## config.mk

```make
export PLATFORM = sky130hd
export DESIGN_NAME = pcu_root_stage
export DESIGN_NICKNAME = d
export VERILOG_FILES = /design/src/sv/phi_coefficient_2x2_unit_macros.svh /design/src/sv/pcu_pkg.sv /design/src/sv/pcu_root_stage.sv
export SDC_FILE = /design/constraint.sdc
export NUM_CORES = 2
export LEC_CHECK = 0
export BUFFER_PORTS_ARGS = -buffer_cell sky130_fd_sc_hd__buf_2
export CAP_MARGIN = 30
export CORE_AREA = 5 5 447 449
export DETAILED_ROUTE_END_ITERATION = 16
export DIE_AREA = 0 0 452 454
export SLEW_MARGIN = 20
export SYNTH_ARGS = -nofsm -noshare
export SYNTH_HDL_FRONTEND = slang
export SYNTH_SLANG_ARGS = --single-unit
```

## constraint.sdc

```tcl
create_clock -name clock -period 44.6 [get_ports clock]
set_input_delay 4.46 -clock clock [delete_from_list [all_inputs] [get_ports clock]]
set_output_delay 4.46 -clock clock [all_outputs]
set_load 0.03 [all_outputs]
```

## src/sv/phi_coefficient_2x2_unit_macros.svh

```systemverilog
// Assertion macros for the phi coefficient unit.
`ifndef PHI_COEFFICIENT_2X2_UNIT_MACROS_SVH
`define PHI_COEFFICIENT_2X2_UNIT_MACROS_SVH

// Same-cycle implication, sampled on clock, off while reset is high.
`define PCU_ASSERT_IMP(lbl, ante, cons, msg) \
   lbl: assert property (@(posedge clock) disable iff (reset) (ante) |-> (cons)) \
      else $error(msg);

// Next-cycle implication, sampled on clock, off while reset is high.
`define PCU_ASSERT_NXT(lbl, ante, cons, msg) \
   lbl: assert property (@(posedge clock) disable iff (reset) (ante) |=> (cons)) \
      else $error(msg);

`endif

```

## src/sv/pcu_pkg.sv

```systemverilog
// Package: widths, constants and shared types of the phi coefficient unit.
`timescale 1ns / 1ps
package pcu_pkg;

   localparam int COUNT_BITS = 16;
   localparam int MW         = COUNT_BITS + 1;
   localparam int TW         = COUNT_BITS + 2;
   localparam int DW         = 2 * COUNT_BITS;
   localparam int XW         = 2 * MW;
   localparam int PW         = 4 * MW;
   localparam int D2W        = 2 * DW;
   localparam int DTW        = DW + TW;
   localparam int RPW        = 2 * DW + 32;
   localparam int RSW        = 2 * DW + TW + 18;
   localparam int PHI_BITS   = 17;
   localparam int SCORE_BITS = ((COUNT_BITS + 3) / 2 + 9 > 19) ? (COUNT_BITS + 3) / 2 + 9 : 19;
   localparam int NSTEP      = SCORE_BITS;
   localparam int IW         = $clog2(NSTEP);
   localparam int SW         = 2 * SCORE_BITS + PW + 4;

   localparam logic [PHI_BITS-1:0]   PHI_POS_MAX   = PHI_BITS'(32767);
   localparam logic [PHI_BITS-1:0]   PHI_NEG_MAX   = PHI_BITS'(32768);
   localparam logic [SCORE_BITS-1:0] SCORE_POS_MAX = SCORE_BITS'(131071);
   localparam logic [SCORE_BITS-1:0] SCORE_NEG_MAX = SCORE_BITS'(131072);

   typedef struct packed {
      logic [15:0] group_id;
      logic [15:0] item_id;
      logic [15:0] count_pp;
      logic [15:0] count_pm;
      logic [15:0] count_mp;
      logic [15:0] count_mm;
   } in_type;

   typedef struct packed {
      logic [15:0] group_id;
      logic [15:0] item_id;
      logic        ok;
      logic        neg;
   } tag_type;

   typedef struct packed {
      logic                   vld;
      tag_type                tag;
      logic [PW-1:0]          p;
      logic signed [SW-1:0]   lp;
      logic signed [SW-1:0]   gp;
      logic signed [SW-1:0]   ls;
      logic signed [SW-1:0]   gs;
      logic [PHI_BITS-1:0]    mp;
      logic [SCORE_BITS-1:0]  ms;
   } search_type;

endpackage

```

## src/sv/pcu_root_stage.sv

```systemverilog
// One bit of the rounded square-root quotient search for phi and score.
`timescale 1ns / 1ps
module pcu_root_stage (
   input  logic                clock,
   input  logic                reset,
   input  logic                adv,
   input  logic [pcu_pkg::IW-1:0] bit_idx,
   input  pcu_pkg::search_type in_st,
   output pcu_pkg::search_type out_st
);
   import pcu_pkg::*;

   search_type st_in, st_ff;
   logic [IW+1:0] sh_l, sh_p, sh_n;
   logic signed [SW-1:0] pext, gp_try, gs_try;
   logic phi_pass, score_pass;

   always_comb begin
      sh_n     = (IW+2)'(bit_idx) + (IW+2)'(1);
      sh_l     = (IW+2)'(bit_idx) + (IW+2)'(2);
      sh_p     = ((IW+2)'(bit_idx) << 1) + (IW+2)'(2);
      pext     = SW'(in_st.p);
      gp_try   = in_st.gp - ((in_st.lp <<< sh_l) + (pext << sh_p));
      gs_try   = in_st.gs - ((in_st.ls <<< sh_l) + (pext << sh_p));
      phi_pass   = (int'(bit_idx) < PHI_BITS) && !gp_try[SW-1];
      score_pass = !gs_try[SW-1];
      st_in = in_st;
      if (phi_pass) begin
         st_in.gp = gp_try;
         st_in.lp = in_st.lp + (pext << sh_n);
         st_in.mp = in_st.mp | (PHI_BITS'(1) << bit_idx);
      end
      if (score_pass) begin
         st_in.gs = gs_try;
         st_in.ls = in_st.ls + (pext << sh_n);
         st_in.ms = in_st.ms | (SCORE_BITS'(1) << bit_idx);
      end
   end

   always_ff @(posedge clock) begin
      if (reset) begin
         st_ff.vld <= 1'b0;
      end else if (adv) begin
         st_ff <= st_in;
      end
   end

   assign out_st = st_ff;
endmodule

```

==> out/metrics.yaml <==
routedWlPerCell_um: 34.9
grt_setup_unrepaired: "no"
post_cts_buffers: 0
fin_worst_hold_slack_ps: 499
number_of_cells_upsized_or_downsized_after_cts: 0
ys_top_cells_by_area: "edfxtp_1 23%, nand2_1 7.6%, ha_1 7.4%"
yosys_register_bits: 579
worst_skew_pair.late_latency_ps: 740
routed-via-count: 84200
die_h_um: 454
maxClockFrequency_mhz: 61.5
min_delay_path_depth: 2
critical_path.slowest_cell: "buf_4"
cellPowerDensity_mw_per_mm2: 64.8
global_route.overflow_total: 0
final-hold-violation-count: 0
synth_cells: 9803
combinationalPowerShare: 0.732
hp-start: "out_st[578]"
run_status: "completed"
critPathArrivalTime_ps: 16750
leakagePower_nw: 37.6
worst-r2r-cell-count: 2
power.clock.fraction: 0.100
detailedRoute.firstIterationViolations: 11300
power.switching_w: 0.00321
die_area_mm2: 0.205
starting_utilization_of_the_core_area: 0.394
fp.coreArea_mm2: 0.196
async_reset_ff_frac: 0
detailed_routing_iteration_count_for_the_pre_antenna_repair_pass: 6
detailedPlacementHpwl_mm: 391
synthDominantCellAreaShare: 0.225
design_internal_power_w: 0.00245
gp_routability_congestion: 1.08
yosys_warnings: 0
fp-row-count: 163
buffer_type_at_the_clock_tree_root: "clkbuf_16"
fin_setup_tns_ps: 0
yosysTopAreaCell: "edfxtp_1"
critPathMaxFanout: 84
final_area_mm2: 0.0872
cp.required_ps: 45080
synth-edff-count: 578
post_synth.cell_area_avg_um2: 7.86
power.ir.vdd_worst_mv: 0.0782
startpoint: "bit_idx[1]"
num_io_pins: 1166
r2r-end: "out_st[578]"
post_drt_via_cell_ratio: 6.39
cts_h_tree_lvls: 3
mappedNetlistArea_mm2: 0.0771
grt_pass1_wl_mm: 621
library_cell_appearing_most_often_on_the_critical_path: "buf_4"
postCtsHoldBufs: 0
crit_reg_reg_startpoint: "out_st[578]"
cts.clk_slew.worst_paths_ps: 60
antenna_violations_before_repair: 57
max_stage_delay_ps: 780
cts_tree: "built"
clock_sinks: 579
slew-limit-headroom: 0.183
filler_cell_count: 20100
start_kind: "input port"
synthFlopType: "edfxtp_1"
layoutNonFillerInstCount: 13200
grt_max_degree: 196
mostFrequentLayoutCells: "1551 x nand2_1, 1173 x buf_2, 983 x o21ai_0"
synth_cell_types: 92
timing.hold.worst_endpoint: "out_st[578]"
placed_cells_incl_taps: 13000
tritoncts.num_buffers: 66
multi_input_comb_area_mm2: 0.0556
post_dp_cell_area_mm2: 0.0848
mapped_nets: 11100
setup_violations: 0
timing_worst_slew_pin_value_ps: 1190
final_max_slew_viol_count: 0
crit_end_category: "flop"
fp.dieW_um: 452
layout.cells.most_common: "nand2_1"
drv_cap: 0
hold_path_class: "reg -> reg"
global_route.usage.total: 0.428
seq_power_share: 0.168
largest_register_ff_count: 579
ant_nets: 0
fin_nets: 11800
clockBufferDepth: 3
final-seq-area_mm2: 0.0174
sw_frac_of_total: 0.567
fin_worst_skew_ps: 0
period_minus_slack_ps: 16270
place.port_buffers: 1165
routed_wirelength_mm: 461
ff2ff_setup_slack_ps: 44020
critPathKind: "in -> reg"
layout-drive-gt1-share: 0.168
route.detailed.drc: 0
period_share: 0.365
yosysSeqAreaShare: 0.225
first_global_vias: 79000
layout_overhead_on_the_synthesized_area_pct: 13.2
==> worst max-delay path by stage <==
stage                        endpoint  slack, ps  cells after the start
after CTS                 out_st[366]      28910                     28
after global routing      out_st[366]      28060                     28
final                     out_st[366]      28330                     30
after global placement    out_st[366]      28240                     30
after floorplan             out_st[0]      13030                      1
after detailed placement  out_st[366]      28120                     28
==> critical path: cells and delay by family <==
kind            cells  cell delay, ps
compound gates     10            4060
fa+ha+maj           3            1590
simple gates        5             880
xor+xnor            1             250
buf+inv             9            4400
mux                 2             630
==> power groups by stage <==
stage	Sequential, W	Clock (W)	Combinational (W)
after CTS	0.000948	0.000575	0.00401
after global placement	0.000954	0	0.00398
after floorplan	0.00127	0	0.00234
after detailed placement	0.000954	0	0.00399
final	0.000947	0.000568	0.00414
after global routing	0.000958	0.000598	0.00437
==> through the flow <==
stage / util / total power [W] / worst slack, ps
after floorplan: - / 0.00360 / 13030
after CTS: 0.444 / 0.00553 / 28910
final: 0.446 / 0.00565 / 28330
after detailed placement: 0.433 / 0.00495 / 28120
after global placement: 0.432 / 0.00494 / 28240
after global routing: 0.445 / 0.00593 / 28060
==> synth_stat cells (66+ instances only) <==
cell / number
fa_1: 212
a21oi_1: 794
clkbuf_1: 421
buf_1: 105
buf_2: 84
nand2b_1: 83
ha_1: 458
mux4_2: 163
nand3_1: 90
nand2_1: 1552
nor2_1: 967
mux2i_1: 477
or3_1: 66
mux2_2: 83
o21bai_1: 141
inv_1: 409
a31oi_1: 76
xnor2_1: 265
xor2_1: 175
nor3_1: 122
nand4_1: 187
o21ai_1: 182
edfxtp_1: 578
a21o_1: 260
o211ai_1: 115
o21ai_0: 991
==> metal layers <==
metal / wire length, um / global-route usage / up-vias
met2: 198000 / 0.653 / 5256
met4: 37300 / 0.279 / 12
met1: 183000 / 0.554 / 41100
met3: 42100 / 0.0821 / 1050
li1: - / - / 36800
met5: 266 / 0 / -
==> kinds of logic after synthesis <==
group                      count (synthesis)  share of synthesized area
AOI/OAI and AO/OA                       3016                      0.232
xor gates and xnor gates                 441                     0.0502
DFF                                      579                      0.225
muxes                                    725                      0.122
adders and majority gates                670                      0.129
and+or+nand+nor                         3310                      0.184
buffers and inverters                   1062                     0.0566
==> area by class of cell <==
class,count,area share
antenna,28,0.000803
clock buffer,76,0.0196
clock inverter,45,0.00564
inverter,411,0.0178
multi-input combinational,8162,0.638
sequential,579,0.199
tap,2557,0.0367
timing repair buffer,1332,0.0825
Power figures use the tool's default switching activity.
