[src/sv/phi_coefficient_2x2_unit_macros.svh]
// Assertion macros for the phi coefficient unit.
`ifndef PHI_COEFFICIENT_2X2_UNIT_MACROS_SVH
`define PHI_COEFFICIENT_2X2_UNIT_MACROS_SVH

// Same-cycle implication, sampled on clock, off while reset is high.
`define PCU_ASSERT_IMP(lbl, ante, cons, msg) \
   lbl: assert property (@(posedge clock) disable iff (reset) (ante) |-> (cons)) \
      else $error(msg);

// Next-cycle implication, sampled on clock, off while reset is high.
`define PCU_ASSERT_NXT(lbl, ante, cons, msg) \
   lbl: assert property (@(posedge clock) disable iff (reset) (ante) |=> (cons)) \
      else $error(msg);

`endif

[src/sv/pcu_pkg.sv]
// Package: widths, constants and shared types of the phi coefficient unit.
`timescale 1ns / 1ps
package pcu_pkg;

   localparam int COUNT_BITS = 16;
   localparam int MW         = COUNT_BITS + 1;
   localparam int TW         = COUNT_BITS + 2;
   localparam int DW         = 2 * COUNT_BITS;
   localparam int XW         = 2 * MW;
   localparam int PW         = 4 * MW;
   localparam int D2W        = 2 * DW;
   localparam int DTW        = DW + TW;
   localparam int RPW        = 2 * DW + 32;
   localparam int RSW        = 2 * DW + TW + 18;
   localparam int PHI_BITS   = 17;
   localparam int SCORE_BITS = ((COUNT_BITS + 3) / 2 + 9 > 19) ? (COUNT_BITS + 3) / 2 + 9 : 19;
   localparam int NSTEP      = SCORE_BITS;
   localparam int IW         = $clog2(NSTEP);
   localparam int SW         = 2 * SCORE_BITS + PW + 4;

   localparam logic [PHI_BITS-1:0]   PHI_POS_MAX   = PHI_BITS'(32767);
   localparam logic [PHI_BITS-1:0]   PHI_NEG_MAX   = PHI_BITS'(32768);
   localparam logic [SCORE_BITS-1:0] SCORE_POS_MAX = SCORE_BITS'(131071);
   localparam logic [SCORE_BITS-1:0] SCORE_NEG_MAX = SCORE_BITS'(131072);

   typedef struct packed {
      logic [15:0] group_id;
      logic [15:0] item_id;
      logic [15:0] count_pp;
      logic [15:0] count_pm;
      logic [15:0] count_mp;
      logic [15:0] count_mm;
   } in_type;

   typedef struct packed {
      logic [15:0] group_id;
      logic [15:0] item_id;
      logic        ok;
      logic        neg;
   } tag_type;

   typedef struct packed {
      logic                   vld;
      tag_type                tag;
      logic [PW-1:0]          p;
      logic signed [SW-1:0]   lp;
      logic signed [SW-1:0]   gp;
      logic signed [SW-1:0]   ls;
      logic signed [SW-1:0]   gs;
      logic [PHI_BITS-1:0]    mp;
      logic [SCORE_BITS-1:0]  ms;
   } search_type;

endpackage

[src/sv/pcu_if.sv]


interface pcu_rsp_if;
   logic               valid;
   logic               ready;
   logic [15:0]        group_tag;
   logic [15:0]        item_tag;
   logic signed [15:0] phi_value;
   logic signed [17:0] score_value;
   logic               valid_res;
   modport source (output valid, group_tag, item_tag, phi_value, score_value, valid_res,
                   input ready);
   modport sink (input valid, group_tag, item_tag, phi_value, score_value, valid_res,
                 output ready);
endinterface

[src/sv/pcu_back.sv]
// Output stage: clamp, sign and the response register.
`timescale 1ns / 1ps
module pcu_back (
   input  logic                clock,
   input  logic                reset,
   input  pcu_pkg::search_type in_st,
   output logic                adv,
   pcu_rsp_if.source           rsp_ch
);
   import pcu_pkg::*;

   logic                  out_vld_ff;
   logic [15:0]           group_ff, item_ff;
   logic signed [15:0]    phi_ff, phi_in;
   logic signed [17:0]    score_ff, score_in;
   logic                  res_ff;
   logic [PHI_BITS-1:0]   pcap, pmag;
   logic [SCORE_BITS-1:0] scap, smag;

   always_comb begin
      adv   = !out_vld_ff || rsp_ch.ready;
      pcap  = in_st.tag.neg ? PHI_NEG_MAX : PHI_POS_MAX;
      scap  = in_st.tag.neg ? SCORE_NEG_MAX : SCORE_POS_MAX;
      pmag  = (in_st.mp > pcap) ? pcap : in_st.mp;
      smag  = (in_st.ms > scap) ? scap : in_st.ms;
      phi_in   = '0;
      score_in = '0;
      if (in_st.tag.ok) begin
         phi_in   = in_st.tag.neg ? 16'(0) - 16'(pmag) : 16'(pmag);
         score_in = in_st.tag.neg ? 18'(0) - 18'(smag) : 18'(smag);
      end
   end

   always_ff @(posedge clock) begin
      if (reset) begin
         out_vld_ff <= 1'b0;
      end else if (adv) begin
         out_vld_ff <= in_st.vld;
      end
   end

   always_ff @(posedge clock) begin
      if (adv) begin
         group_ff <= in_st.tag.group_id;
         item_ff  <= in_st.tag.item_id;
         phi_ff   <= phi_in;
         score_ff <= score_in;
         res_ff   <= in_st.tag.ok;
      end
   end

   assign rsp_ch.valid       = out_vld_ff;
   assign rsp_ch.group_tag   = group_ff;
   assign rsp_ch.item_tag    = item_ff;
   assign rsp_ch.phi_value   = phi_ff;
   assign rsp_ch.score_value = score_ff;
   assign rsp_ch.valid_res   = res_ff;
endmodule
[src/flat_wrapper.sv]
// flat-port wrapper written by rule: the top's interface ports become plain ports
module pcu_back_flat import pcu_pkg::*;
  (clock, reset, in_st, adv, rsp_ch_valid, rsp_ch_group_tag, rsp_ch_item_tag, rsp_ch_phi_value, rsp_ch_score_value, rsp_ch_valid_res, rsp_ch_ready);
  pcu_rsp_if rsp_ch_i ();
  input  logic clock;
  input  logic reset;
  input  pcu_pkg::search_type in_st;
  output logic adv;
  output wire logic [$bits(rsp_ch_i.valid)-1:0] rsp_ch_valid;
  output wire logic [$bits(rsp_ch_i.group_tag)-1:0] rsp_ch_group_tag;
  output wire logic [$bits(rsp_ch_i.item_tag)-1:0] rsp_ch_item_tag;
  output wire logic [$bits(rsp_ch_i.phi_value)-1:0] rsp_ch_phi_value;
  output wire logic [$bits(rsp_ch_i.score_value)-1:0] rsp_ch_score_value;
  output wire logic [$bits(rsp_ch_i.valid_res)-1:0] rsp_ch_valid_res;
  input wire logic [$bits(rsp_ch_i.ready)-1:0] rsp_ch_ready;
  assign rsp_ch_valid = rsp_ch_i.valid;
  assign rsp_ch_group_tag = rsp_ch_i.group_tag;
  assign rsp_ch_item_tag = rsp_ch_i.item_tag;
  assign rsp_ch_phi_value = rsp_ch_i.phi_value;
  assign rsp_ch_score_value = rsp_ch_i.score_value;
  assign rsp_ch_valid_res = rsp_ch_i.valid_res;
  assign rsp_ch_i.ready = rsp_ch_ready;
  pcu_back u_core (.clock(clock), .reset(reset), .in_st(in_st), .adv(adv), .rsp_ch(rsp_ch_i));
endmodule
[config.mk]
export PLATFORM = sky130hd
export DESIGN_NAME = pcu_back_flat
export DESIGN_NICKNAME = d
export VERILOG_FILES = /design/src/sv/phi_coefficient_2x2_unit_macros.svh /design/src/sv/pcu_pkg.sv /design/src/sv/pcu_if.sv /design/src/sv/pcu_back.sv /design/src/flat_wrapper.sv
export SDC_FILE = /design/constraint.sdc
export NUM_CORES = 1
export LEC_CHECK = 0
export BUFFER_PORTS_ARGS = -buffer_cell sky130_fd_sc_hd__buf_2
export CELL_PAD_IN_SITES_DETAIL_PLACEMENT = 1
export CELL_PAD_IN_SITES_GLOBAL_PLACEMENT = 1
export CORE_AREA = 2 2 252 254
export DETAILED_ROUTE_END_ITERATION = 10
export DIE_AREA = 0 0 254 256
export PLACE_DENSITY_LB_ADDON = 0.1
export SLEW_MARGIN = 15
export SYNTH_ARGS = -nofsm -noshare
export SYNTH_HDL_FRONTEND = slang
export SYNTH_SLANG_ARGS = --single-unit
[constraint.sdc]
create_clock -name clock -period 5 [get_ports clock]
set_clock_uncertainty 0.15 [all_clocks]
set_input_delay 1 -clock clock [delete_from_list [all_inputs] [get_ports clock]]
set_output_delay 1 -clock clock [all_outputs]
set_load 0.05 [all_outputs]
==> qor.yml <==
floorplanning:
  core-area_sq_mm: 0.0624
  die_area_sq_mm: 0.0650
  fp.dieH_microns: 256
  std_cell_rows: 92
  start_util_pct: 6.93
  dieWidth_microns: 254
  num_io_pins: 651
synth:
  syn_area_sq_mm: 0.00432
  synth-edff-count: 67
  synth_top_cell_area_share_pct: 46.6
  yosysUniqueCellTypes: 63
  avgSynthCellArea_sq_um: 10.7
  yosys-top-cells-area: "edfxtp_1 (47%), ha_1 (10%), a21oi_1 (4.5%), nor3_1 (3.0%), nor2_1 (2.8%)"
  synth-async-reset-ratio_pct: 0
  synth.yosys.seq_area_share_pct: 47.0
  ys.warnings.count: 0
  synthFlopType: "edfxtp_1"
  synth_cells: 404
  syn-num-nets: 1022
  synth_top_area_cell: "edfxtp_1"
  synth-seq-cells: 68
detailed_routing:
  viasPerCell: 2.79
  route.detailed.drc: 0
  wl_microns: 23600
  vias: 3950
  firstDrtPassIters: 4
  avgRoutedWirePerCell_microns: 16.7
  drt-initial-drc-count: 187
  ant_nets: 0
power_and_ir_drop:
  power_density_mw_per_mm2: 290
  vdd_ir_drop_max_uv: 156
  leakage_nw: 2.35
global_route:
  overflow: 0
  grt_max_degree: 49
  grt_first_pass_wirelength_microns: 33800
  antenna_found_initial: 1
  grt_pass1_vias: 4218
  grt_use_total_pct: 7.35
flow_run:
  cap_violations: 0
cts:
  cts_resized: 0
  cts_root_buf: "clkbuf_16"
  cts_hold_buf: 0
  cts_buffers: 9
  cts_tree: "yes"
  cts_buffer_depth: 2
  post-cts-setup-buffer-count: 0
  h-tree-depth: 3
  insertion_delay_ns: 0.34
  clk_pin_slew_ns: 0.06
  clock-sinks: 68
placement:
  finalWeightedCongestion: 0.667
  dp_slack_ns: 0.0529
  io_buffer_count: 142
  dp_hpwl_microns: 19300
worst_setup_path:
  r2r_start: "u_core.rsp_ch.valid"
  worstSetupEndpoint: "u_core.rsp_ch.score_value[10]"
  criticalPathCategory: "in -> reg"
  reg2reg_depth: 2
  crit_path_start_kind: "input port"
  crit_path_end_kind: "register"
  required_ns: 4.90
  crit_start: "in_st[544]"
  crit_arrival_ns: 4.45
  timing.rr.end: "u_core.rsp_ch.score_value[5]"
  crit_fanout: 13
  rrSetupSlack_ns: 3.16
final_layout:
  antenna_cells: 0
  final_cell_mix: "buf_2 (142), edfxtp_1 (67), a21oi_1 (39)"
  layout-drive-gt1-share_pct: 37.3
  area_growth_pct: 50.3
  final_common_cell: "buf_2"
  layout.nets: 1181
  utilization_pct: 10.4
sta:
  setup_ws_ns: 0.454
  setup_tns_ns: 0
  hold_viol_final: 0
  finalSetupViolCount: 0
  fmax_mhz: 220
  worstMarginPinSlew_ns: 0.780
  slew_viol_final: 0
  rsz0062_at_grt: "no"
  relSlewSlack_pct: 47.5
  period_share_pct: 90.9
  fin_crit_ns: 4.55
hold_path:
  hold_path.class: "in -> reg"
outcome:
  status: "finished, final reports clean"
==> sequential cells by signal, summed over array words and instances (netlist names) <==
| name | flops |
|---|---|
| u_core.rsp_ch.valid_res | 1 |
| u_core.rsp_ch.score_value | 18 |
| u_core.rsp_ch.item_tag | 16 |
| u_core.rsp_ch.group_tag | 16 |
| u_core.rsp_ch.phi_value | 16 |
| u_core.rsp_ch.valid | 1 |
==> cell type report <==
type,count,area [sq um]
fill,7409,55900
multi-input combinational,305,2170
sequential,68,2030
tap,846,1060
timing repair buffer,168,918
clock buffer,9,225
clock inverter,7,52.6
inverter,11,41.3
==> logic make-up after synthesis <==
group                    Yosys count  synth area share [%]
adder cells (fa/ha/maj)           36                  10.4
multiplexers                       3                 0.753
AND/OR/NAND/NOR                  134                  17.2
buffers and inverters             31                  3.01
flip-flops                        68                  47.0
AO/OA/AOI/OAI                    129                  21.0
XOR/XNOR                           3                 0.608
==> where the power goes <==
part | internal [mW] | switching (mW)
combinational | 0.146 | 0.413
clock | 0.338 | 0.286
sequential | 0.685 | 0.0141
total | 1.17 | 0.712
==> Yosys cell counts (2+ instances only) <==
master,instances
o311ai_0,2
nand3b_1,2
o2111a_1,2
or4_4,2
a21oi_1,39
nor4_1,7
edfxtp_1,67
inv_1,11
buf_2,5
or2_2,7
a311oi_1,2
o221a_2,4
nor2_1,32
or3_1,4
o32ai_1,7
a21o_1,5
o311ai_1,2
o21a_1,7
nand3_1,10
o21ai_0,15
o31ai_1,3
nand4_1,9
o221ai_1,3
nor3_1,26
o211ai_1,6
xnor2_1,3
o2111ai_1,4
or3_4,2
o21ba_2,2
ha_1,36
clkbuf_1,13
and2_1,2
a31oi_1,7
nand2_1,18
mux2_2,2
nor3b_1,2
a211oi_1,8
==> routing by layer <==
layer,track usage (%),wire length (microns),up-vias
li1,-,-,1935
met5,0,0,-
met2,13.3,12400,39
met3,0.895,367,16
met1,9.26,10600,1960
met4,1.42,206,0
==> per-stage QoR <==
step	total power [mW]	area, sq um	hold WS, ns	cells
after global routing	1.98	6490	0.649	1414
after global placement	1.29	6220	0.706	1398
after CTS	1.93	6490	0.646	1414
final	1.88	6490	0.664	1414
after floorplan	1.05	4320	0.919	404
after detailed placement	1.29	6220	0.717	1398
==> how the worst min path moves through the flow <==
stage,end,depth (start not counted),start
after floorplan,u_core.rsp_ch.valid,1,reset
after global placement,u_core.rsp_ch.item_tag[3],1,u_core.rsp_ch.valid
after detailed placement,u_core.rsp_ch.item_tag[3],1,u_core.rsp_ch.valid
after CTS,u_core.rsp_ch.valid,2,reset
after global routing,u_core.rsp_ch.group_tag[11],1,in_st[573]
final,u_core.rsp_ch.valid,2,reset
==> critical path, stage by stage <==
cell and delay (ns):
buf_2 0.31, inv_1 0.11, ha_1 0.35, nand4b_4 0.14, or2_2 0.33, o221a_2 0.26, a211oi_1 0.61, a21oi_1 0.15
ha_1 0.31, buf_4 0.20, o311ai_0 0.46, a21oi_1 0.21
(Power assumes the default switching activity.)
